===== src/sv/hsvcls_pkg.sv =====
package hsvcls_pkg;

  // configuration port
  localparam int unsigned CFG_ADDR_W = 3;
  localparam int unsigned CFG_DATA_W = 10;

  localparam logic [CFG_ADDR_W-1:0] REG_HUE_LOW  = 3'd0;
  localparam logic [CFG_ADDR_W-1:0] REG_HUE_HIGH = 3'd1;
  localparam logic [CFG_ADDR_W-1:0] REG_SAT_LOW  = 3'd2;
  localparam logic [CFG_ADDR_W-1:0] REG_SAT_HIGH = 3'd3;
  localparam logic [CFG_ADDR_W-1:0] REG_VAL_LOW  = 3'd4;
  localparam logic [CFG_ADDR_W-1:0] REG_VAL_HIGH = 3'd5;

  // arithmetic constants
  localparam int unsigned HUE_SECTOR = 120;
  localparam int unsigned HUE_FULL   = 360;
  localparam int unsigned HUE_SCALE  = 60;
  localparam int unsigned PCT_SCALE  = 100;
  // value = (100 * max) / 255 as (max * 100 * 257 + 257) >> 16
  localparam int unsigned VAL_RECIP  = 25700;
  localparam int unsigned VAL_ROUND  = 257;
  localparam int unsigned VAL_SHIFT  = 16;
  localparam int unsigned VAL_PROD_W = 23;

  // restoring divider sizes
  localparam int unsigned DIV_Q_W = 7;
  localparam int unsigned DIV_R_W = 15;

  typedef enum logic [1:0] {
    CH_RED   = 2'd0,
    CH_GREEN = 2'd1,
    CH_BLUE  = 2'd2
  } chan_t;

  typedef struct packed {
    logic [7:0] red;
    logic [7:0] green;
    logic [7:0] blue;
  } in_item_t;

  typedef struct packed {
    logic       member;
    logic       achromatic;
    logic [8:0] hue_deg;
    logic [6:0] saturation_pct;
    logic [6:0] value_pct;
  } out_item_t;

  typedef struct packed {
    logic [8:0] hue_low;
    logic [9:0] hue_high;
    logic [6:0] sat_low;
    logic [6:0] sat_high;
    logic [6:0] val_low;
    logic [6:0] val_high;
  } cfg_t;

  localparam cfg_t CFG_RESET = '{
    hue_low:  9'd0,
    hue_high: 10'd360,
    sat_low:  7'd0,
    sat_high: 7'd101,
    val_low:  7'd0,
    val_high: 7'd101
  };

  // after max/min selection
  typedef struct packed {
    chan_t      imax;
    logic [7:0] cmax;
    logic [7:0] chroma;
    logic       diff_neg;
    logic [7:0] diff_mag;
  } sel_t;

  // carried through the divider stages
  typedef struct packed {
    chan_t              imax;
    logic               hue_neg;
    logic               achromatic;
    logic [6:0]         val;
    logic [7:0]         hue_den;
    logic [7:0]         sat_den;
    logic [DIV_R_W-1:0] hue_rem;
    logic [DIV_R_W-1:0] sat_rem;
    logic [DIV_Q_W-1:0] hue_q;
    logic [DIV_Q_W-1:0] sat_q;
  } div_item_t;

endpackage


===== src/sv/hsv_color_pixel_classifier.sv =====
// RGB pixel to integer HSV classifier. Each item is one 8-bit RGB pixel and gives exactly
// one result: hue in degrees (0..359), saturation and value in percent (0..100), an
// achromatic flag and a member flag that is set when H, S and V each lie strictly inside
// the programmed bounds (hue_high above 360 wraps the hue window). Throughput is one item
// per clock while out_ready does not stall. From input accept to output valid an item
// passes the max/min selection and dividend forming stages, a pipelined restoring divider
// that produces one quotient bit per stage for hue and saturation side by side, and a
// final stage of hue assembly, bound compare and output register. Each stage holds its own
// valid bit, so a stall on out_ready backs up stage by stage and bubbles are squeezed out.
// Write the bound registers only while the pipeline is empty.
module hsv_color_pixel_classifier import hsvcls_pkg::*; (
  input  logic                  clk,
  input  logic                  rst_n,
  // pixel input
  input  logic                  in_valid,
  output logic                  in_ready,
  input  in_item_t              in_item,
  // classification result
  output logic                  out_valid,
  input  logic                  out_ready,
  output out_item_t             out_item,
  // bound registers
  input  logic                  cfg_we,
  input  logic [CFG_ADDR_W-1:0] cfg_addr,
  input  logic [CFG_DATA_W-1:0] cfg_wdata
);

  cfg_t      cfg_r;
  cfg_t      cfg_nxt;

  // front end to divider
  logic      fd_valid;
  logic      fd_ready;
  div_item_t fd_item;

  // divider to back end
  logic      db_valid;
  logic      db_ready;
  div_item_t db_item;

  // register writes, out-of-range indexes are dropped
  always_comb begin
    cfg_nxt = cfg_r;
    if (cfg_we) begin
      case (cfg_addr)
        REG_HUE_LOW:  cfg_nxt.hue_low  = cfg_wdata[8:0];
        REG_HUE_HIGH: cfg_nxt.hue_high = cfg_wdata[9:0];
        REG_SAT_LOW:  cfg_nxt.sat_low  = cfg_wdata[6:0];
        REG_SAT_HIGH: cfg_nxt.sat_high = cfg_wdata[6:0];
        REG_VAL_LOW:  cfg_nxt.val_low  = cfg_wdata[6:0];
        REG_VAL_HIGH: cfg_nxt.val_high = cfg_wdata[6:0];
        default:      cfg_nxt = cfg_r;
      endcase
    end
  end

  always_ff @(posedge clk) begin
    if (!rst_n) begin
      cfg_r <= CFG_RESET;
    end else begin
      cfg_r <= cfg_nxt;
    end
  end

  // max / min, chroma, hue and saturation dividends, value percent
  hsvcls_front u_front (
    .clk       (clk),
    .rst_n     (rst_n),
    .in_valid  (in_valid),
    .in_ready  (in_ready),
    .in_item   (in_item),
    .out_valid (fd_valid),
    .out_ready (fd_ready),
    .out_item  (fd_item)
  );

  // both truncating divisions, one quotient bit per stage
  hsvcls_divider u_div (
    .clk       (clk),
    .rst_n     (rst_n),
    .in_valid  (fd_valid),
    .in_ready  (fd_ready),
    .in_item   (fd_item),
    .out_valid (db_valid),
    .out_ready (db_ready),
    .out_item  (db_item)
  );

  // hue sector offset, wrap, bound checks and output register
  hsvcls_back u_back (
    .clk       (clk),
    .rst_n     (rst_n),
    .cfg       (cfg_r),
    .in_valid  (db_valid),
    .in_ready  (db_ready),
    .in_item   (db_item),
    .out_valid (out_valid),
    .out_ready (out_ready),
    .out_item  (out_item)
  );

endmodule


===== src/sv/hsvcls_front.sv =====
module hsvcls_front import hsvcls_pkg::*; (
  input  logic      clk,
  input  logic      rst_n,
  input  logic      in_valid,
  output logic      in_ready,
  input  in_item_t  in_item,
  output logic      out_valid,
  input  logic      out_ready,
  output div_item_t out_item
);

  chan_t             imax;
  logic [7:0]        mx;
  logic [7:0]        mn;
  logic signed [8:0] diff;
  sel_t              sel_nxt;
  sel_t              sel_r;
  logic              sel_valid_r;
  logic              sel_ready;

  div_item_t         div_nxt;
  div_item_t         div_r;
  logic              div_valid_r;
  logic              div_ready;
  logic [VAL_PROD_W-1:0] val_prod;

  // stage 1: max / min, earlier channel wins ties
  always_comb begin
    imax = CH_RED;
    mx   = in_item.red;
    mn   = in_item.red;
    if (in_item.green > mx) begin
      imax = CH_GREEN;
      mx   = in_item.green;
    end
    if (in_item.blue > mx) begin
      imax = CH_BLUE;
      mx   = in_item.blue;
    end
    if (in_item.green < mn) begin
      mn = in_item.green;
    end
    if (in_item.blue < mn) begin
      mn = in_item.blue;
    end
    case (imax)
      CH_RED:   diff = $signed({1'b0, in_item.green}) - $signed({1'b0, in_item.blue});
      CH_GREEN: diff = $signed({1'b0, in_item.blue}) - $signed({1'b0, in_item.red});
      CH_BLUE:  diff = $signed({1'b0, in_item.red}) - $signed({1'b0, in_item.green});
      default:  diff = '0;
    endcase
    sel_nxt.imax     = imax;
    sel_nxt.cmax     = mx;
    sel_nxt.chroma   = mx - mn;
    sel_nxt.diff_neg = diff[8];
    sel_nxt.diff_mag = diff[8] ? 8'(-diff) : diff[7:0];
  end

  assign sel_ready = ~sel_valid_r | div_ready;
  assign in_ready  = sel_ready;

  always_ff @(posedge clk) begin
    if (!rst_n) begin
      sel_valid_r <= 1'b0;
    end else if (sel_ready) begin
      sel_valid_r <= in_valid;
    end
    if (sel_ready && in_valid) begin
      sel_r <= sel_nxt;
    end
  end

  // stage 2: dividends and value percent
  always_comb begin
    val_prod = VAL_PROD_W'(sel_r.cmax) * VAL_PROD_W'(VAL_RECIP) + VAL_PROD_W'(VAL_ROUND);
    div_nxt.imax       = sel_r.imax;
    div_nxt.hue_neg    = sel_r.diff_neg;
    div_nxt.achromatic = (sel_r.chroma == 8'd0);
    div_nxt.val        = val_prod[VAL_SHIFT +: 7];
    div_nxt.hue_den    = sel_r.chroma;
    div_nxt.sat_den    = sel_r.cmax;
    div_nxt.hue_rem    = DIV_R_W'(sel_r.diff_mag) * DIV_R_W'(HUE_SCALE);
    div_nxt.sat_rem    = DIV_R_W'(sel_r.chroma) * DIV_R_W'(PCT_SCALE);
    div_nxt.hue_q      = '0;
    div_nxt.sat_q      = '0;
  end

  assign div_ready = ~div_valid_r | out_ready;

  always_ff @(posedge clk) begin
    if (!rst_n) begin
      div_valid_r <= 1'b0;
    end else if (div_ready) begin
      div_valid_r <= sel_valid_r;
    end
    if (div_ready && sel_valid_r) begin
      div_r <= div_nxt;
    end
  end

  assign out_valid = div_valid_r;
  assign out_item  = div_r;

endmodule


===== src/sv/hsvcls_divider.sv =====
module hsvcls_divider import hsvcls_pkg::*; (
  input  logic      clk,
  input  logic      rst_n,
  input  logic      in_valid,
  output logic      in_ready,
  input  div_item_t in_item,
  output logic      out_valid,
  input  logic      out_ready,
  output div_item_t out_item
);

  // one restoring step: try the divisor shifted to quotient bit sh
  function automatic div_item_t div_step(div_item_t d, int unsigned sh);
    div_item_t          r;
    logic [DIV_R_W-1:0] hd;
    logic [DIV_R_W-1:0] sd;
    r  = d;
    hd = DIV_R_W'(d.hue_den) << sh;
    sd = DIV_R_W'(d.sat_den) << sh;
    if (d.hue_rem >= hd) begin
      r.hue_rem = d.hue_rem - hd;
      r.hue_q   = {d.hue_q[DIV_Q_W-2:0], 1'b1};
    end else begin
      r.hue_q   = {d.hue_q[DIV_Q_W-2:0], 1'b0};
    end
    if (d.sat_rem >= sd) begin
      r.sat_rem = d.sat_rem - sd;
      r.sat_q   = {d.sat_q[DIV_Q_W-2:0], 1'b1};
    end else begin
      r.sat_q   = {d.sat_q[DIV_Q_W-2:0], 1'b0};
    end
    return r;
  endfunction

  div_item_t          src  [DIV_Q_W+1];
  logic [DIV_Q_W:0]   vsrc;
  logic [DIV_Q_W:0]   rdy;
  div_item_t          stg_r   [DIV_Q_W];
  div_item_t          stg_nxt [DIV_Q_W];
  logic [DIV_Q_W-1:0] vld_r;

  assign src[0]       = in_item;
  assign vsrc[0]      = in_valid;
  assign rdy[DIV_Q_W] = out_ready;
  assign in_ready     = rdy[0];

  for (genvar s = 0; s < DIV_Q_W; s++) begin : g_stage
    // msb of the quotient first
    assign stg_nxt[s] = div_step(src[s], DIV_Q_W - 1 - s);
    assign rdy[s]     = ~vld_r[s] | rdy[s+1];
    assign src[s+1]   = stg_r[s];
    assign vsrc[s+1]  = vld_r[s];

    always_ff @(posedge clk) begin
      if (!rst_n) begin
        vld_r[s] <= 1'b0;
      end else if (rdy[s]) begin
        vld_r[s] <= vsrc[s];
      end
      if (rdy[s] && vsrc[s]) begin
        stg_r[s] <= stg_nxt[s];
      end
    end
  end

  assign out_valid = vsrc[DIV_Q_W];
  assign out_item  = src[DIV_Q_W];

endmodule


===== src/sv/hsvcls_back.sv =====
module hsvcls_back import hsvcls_pkg::*; (
  input  logic      clk,
  input  logic      rst_n,
  input  cfg_t      cfg,
  input  logic      in_valid,
  output logic      in_ready,
  input  div_item_t in_item,
  output logic      out_valid,
  input  logic      out_ready,
  output out_item_t out_item
);

  logic signed [10:0] base;
  logic signed [10:0] quo;
  logic signed [10:0] hue_s;
  logic [8:0]         hue;
  logic [9:0]         hue_wrap;
  logic               hue_ok;
  logic [6:0]         sat;
  logic               member;
  out_item_t          res_nxt;
  out_item_t          res_r;
  logic               res_valid_r;

  always_comb begin
    case (in_item.imax)
      CH_RED:   base = 11'sd0;
      CH_GREEN: base = 11'(HUE_SECTOR);
      CH_BLUE:  base = 11'(2 * HUE_SECTOR);
      default:  base = 11'sd0;
    endcase
    quo   = $signed(11'(in_item.hue_q));
    hue_s = in_item.hue_neg ? base - quo : base + quo;
    if (hue_s[10]) begin
      hue_s = hue_s + 11'(HUE_FULL);
    end
    hue = hue_s[8:0];
    sat = in_item.sat_q;

    // hue_high above a full turn wraps around
    hue_wrap = cfg.hue_high - 10'(HUE_FULL);
    if (cfg.hue_high > 10'(HUE_FULL)) begin
      hue_ok = (hue > cfg.hue_low) || ({1'b0, hue} < hue_wrap);
    end else begin
      hue_ok = (hue > cfg.hue_low) && ({1'b0, hue} < cfg.hue_high);
    end

    member = !in_item.achromatic && hue_ok
           && (sat > cfg.sat_low) && (sat < cfg.sat_high)
           && (in_item.val > cfg.val_low) && (in_item.val < cfg.val_high);

    res_nxt.member     = member;
    res_nxt.achromatic = in_item.achromatic;
    if (in_item.achromatic) begin
      res_nxt.hue_deg        = '0;
      res_nxt.saturation_pct = '0;
      res_nxt.value_pct      = '0;
    end else begin
      res_nxt.hue_deg        = hue;
      res_nxt.saturation_pct = sat;
      res_nxt.value_pct      = in_item.val;
    end
  end

  assign in_ready = ~res_valid_r | out_ready;

  always_ff @(posedge clk) begin
    if (!rst_n) begin
      res_valid_r <= 1'b0;
    end else if (in_ready) begin
      res_valid_r <= in_valid;
    end
    if (in_ready && in_valid) begin
      res_r <= res_nxt;
    end
  end

  assign out_valid = res_valid_r;
  assign out_item  = res_r;

endmodule


===== config.mk =====
export PLATFORM = sky130hd
export DESIGN_NAME = hsv_color_pixel_classifier
export DESIGN_NICKNAME = d
export VERILOG_FILES = /design/src/sv/hsvcls_pkg.sv /design/src/sv/hsv_color_pixel_classifier.sv /design/src/sv/hsvcls_front.sv /design/src/sv/hsvcls_divider.sv /design/src/sv/hsvcls_back.sv
export SDC_FILE = /design/constraint.sdc
export NUM_CORES = 1
export LEC_CHECK = 0
export BUFFER_PORTS_ARGS = -buffer_cell sky130_fd_sc_hd__clkbuf_2
export CAP_MARGIN = 15
export CORE_MARGIN = 3
export CORE_UTILIZATION = 48
export DETAILED_ROUTE_END_ITERATION = 6
export PLACE_DENSITY = 0.67
export SETUP_SLACK_MARGIN = 0.3
export SYNTH_ARGS = -nofsm -noshare
export SYNTH_HDL_FRONTEND = slang
export SYNTH_SLANG_ARGS = --single-unit

===== constraint.sdc =====
create_clock -name clk -period 7.8 [get_ports clk]
set_input_delay 1.17 -clock clk [delete_from_list [all_inputs] [get_ports clk]]
set_output_delay 1.17 -clock clk [all_outputs]
set_load 0.02 [all_outputs]

==> results.yml <==
worst_setup_path:
  crit_path_start_kind: "primary input"
  crit_type: "primary input to register"
  required_ns: 8.13
  cp.arrival_ns: 6.24
  crit_slowest_cell: "a211o_2"
  critical_path.top_delay_family: "compound AO/OA/AOI/OAI gates"
  ff2ff_path_depth: 16
  endpoint_kind: "register"
  cp.depth: 24
  worst-path-buf-inv: 2
  slowest_delay_ns: 0.37
  path_cells: "clkbuf_2 > inv_1 > ha_1 > nor2b_1 > o31ai_2 > a211o_2 > a21oi_4 > mux2i_1 > ha_1 > a21o_1 > a21o_1 > a21oi_1 > o21a_1 > a31o_2 > nor2_1 > a21oi_1 > ha_1 > a21oi_1 > o21ai_0 > a21oi_1 > o21bai_1 > a21o_1 > a21oi_1 > xnor2_1"
  crit_top_cell: "a21oi_1"
  cp_max_fo: 15
die:
  ios: 69
  die-height_um: 256.3
  rows: 91
  core_sq_um: 61830
  die_w_um: 256.3
  start_util_pct: 48.64
  die-area_sq_um: 65690
sta:
  skew_ns: 0.01158
  hold_violations: 0
  max-slew-margin-rel_pct: 29.09
  min_period_ns: 5.905
  slew_violations: 0
  worst_pin_slew_ns: 1.064
  max_freq_mhz: 169.3
  period_share_pct: 75.71
  rsz0062_at_grt: "no"
  finalSetupTns_ns: 0
  setup_viol: 0
grt:
  antenna_found_initial: 0
  grt_pass1_wl_um: 93640
  grt_pass1_vias: 19370
  grt_max_degree: 68
  overflow: 0
  track_usage_pct: 17.05
logic_synthesis:
  async_reset_ff_share_pct: 0
  yosysWarnings: 0
  synth_area_per_cell_sq_um: 11.47
  yosysTopAreaCellShare_pct: 47.83
  ys.flop_type: "edfxtp_1"
  synthMostInstantiatedCell: "edfxtp_1"
  synth.distinct_cells: 78
  ys_ff_latch: 536
  synth_fp_nets: 3011
  yosys.area.top_type: "edfxtp_1"
  synth.area.top_cells: "edfxtp_1 48%, ha_1 13%, inv_1 4.3%"
  synthTopCellsByCount: "479 x edfxtp_1, 344 x inv_1, 303 x ha_1"
  synth_area_sq_um: 30070
  synthCells: 2622
  synth_edf_count: 479
  ys_seq_area_share_pct: 51.63
clock_tree:
  clock_latency_ns: 0.59
  cts_sinks: 536
  htreeDepth: 2
  cts-resized-gates: 0
  cts_tree: "done"
  post_cts_buffers: 0
  cts_buffers: 56
  clk_pin_slew_ns: 0.06
  clock-root-buffer: "clkbuf_16"
  clockBufferDepth: 3
  hold_buffers: 0
power_and_ir_drop:
  seq_power_share_pct: 38.0
  p_leak_uw: 0.01350
  switchingPower_uw: 2958
  peakVddDrop_uv: 195.8
  p_int_uw: 6679
  power.density_nw_per_um2: 288.1
  p_sw_share_pct: 30.70
  p_comb_share_pct: 33.1
  pwr-share-clk_pct: 28.9
cells_and_area:
  final_cell_area_sq_um: 33450
  fillers: 5146
  drive_above_1_share_pct: 8.766
  area_delta_synth_final_pct: 11.25
  antennaDiodeCount: 0
  layout.nets: 3116
detailed_routing:
  vias: 18880
  drt_wl_total_um: 55830
  ant_nets: 0
  wl_per_cell_um: 15.47
  drt-initial-drc-count: 879
  viasPerCell: 5.230
  dr.pass1.iters: 5
  drc: 0
flow_run:
  cap_viol_max_count: 0
placed_design:
  portBuffers: 68
  detailed_place_hpwl_um: 42950
  dpl_cell_area_sq_um: 31510
  gp_congestion: 0.8651
min_path:
  min_path_cells: 0
  worstHoldPathType: "register to register"
outcome:
  outcome: "finished clean"
==> layout by cell type, fill, tap and decap left out, drive strengths merged, types with 40 or more instances in the layout <==
cell and n:
xor2 43, xnor2 81, inv 346, ha 303, edfxtp 479, fa 44, o21ai 122, mux2 44
clkbuf 137, a21oi 135, a21boi 60, nor2 183, dfxtp 57, nand2 151, a21o 40, nor2b 91
mux2i 41, nor3 46
==> layout make-up <==
class | instances | area (sq um) | area share (%)
Multi-Input combinational cell | 1706 | 13200 | 39.45
Clock inverter | 34 | 420.4 | 1.257
Inverter | 345 | 1295 | 3.871
Clock buffer | 69 | 1521 | 4.548
Timing Repair Buffer | 82 | 445.4 | 1.331
Tap cell | 837 | 1047 | 3.130
Sequential cell | 536 | 15520 | 46.41
==> kinds of logic (layout without fill, tap and decap cells) <==
group / Yosys count / after routing / share of synthesized area [%]
flops: 536 / 536 / 51.63
buf+inv: 380 / 530 / 4.781
compound gates: 507 / 507 / 10.74
xor+xnor: 125 / 125 / 3.686
fa+ha+maj: 347 / 347 / 15.54
simple gates: 642 / 642 / 10.62
mux: 85 / 85 / 3.012
==> power groups by stage <==
stage / Combinational, uW / Clock (uW) / Sequential, uW
floorplan: 2570 / 0 / 3660
global placement: 3070 / 0 / 3720
detailed placement: 3190 / 0 / 3720
global route: 3680 / 2980 / 3690
CTS: 3220 / 2850 / 3670
finish: 3190 / 2780 / 3660
==> path summary, 6_finish.rpt <==
path | slack, ns | start | end
setup / recovery | 1.89 | in_item[9] | u_front.div_nxt[59]
hold / removal | 0.41 | u_div.stg_r[5][66] | u_div.stg_r[6][66]
setup reg to reg | 2.96 | u_front.div_nxt[47] | u_front.out_item[66]
hold reg to reg | 0.41 | u_div.stg_r[5][66] | u_div.stg_r[6][66]
==> registers in the layout, indices dropped and copies added, names as in the netlist, 6 cells and up <==
name	cells
u_front.out_item	49
u_back.out_item	25
u_front.div_nxt	19
u_div.vld_r	6
cfg_r	47
u_front.sel_r	8
u_div.stg_r	378
==> stage by stage <==
stage,power (uW),hold slack (ns),utilization (%),setup WS (ns),instances
final,9637,0.4079,54.11,1.895,3609
after global routing,10340,0.4168,54.11,1.547,3609
after CTS,9735,0.4156,54.11,1.933,3609
after detailed placement,6911,0.4045,50.97,1.316,3506
after global placement,6792,0.4006,50.97,1.446,3506
after floorplan,6234,0.4003,-,1.173,2622
==> metal layers <==
| layer | share of wire (%) | global-route usage, % |
|---|---|---|
| met3 | 3.4 | 2.519 |
| met5 | 0 | 0 |
| met2 | 50 | 30.79 |
| met1 | 44 | 21.09 |
| met4 | 2.5 | 5.226 |
Power figures use the tool's default switching activity.
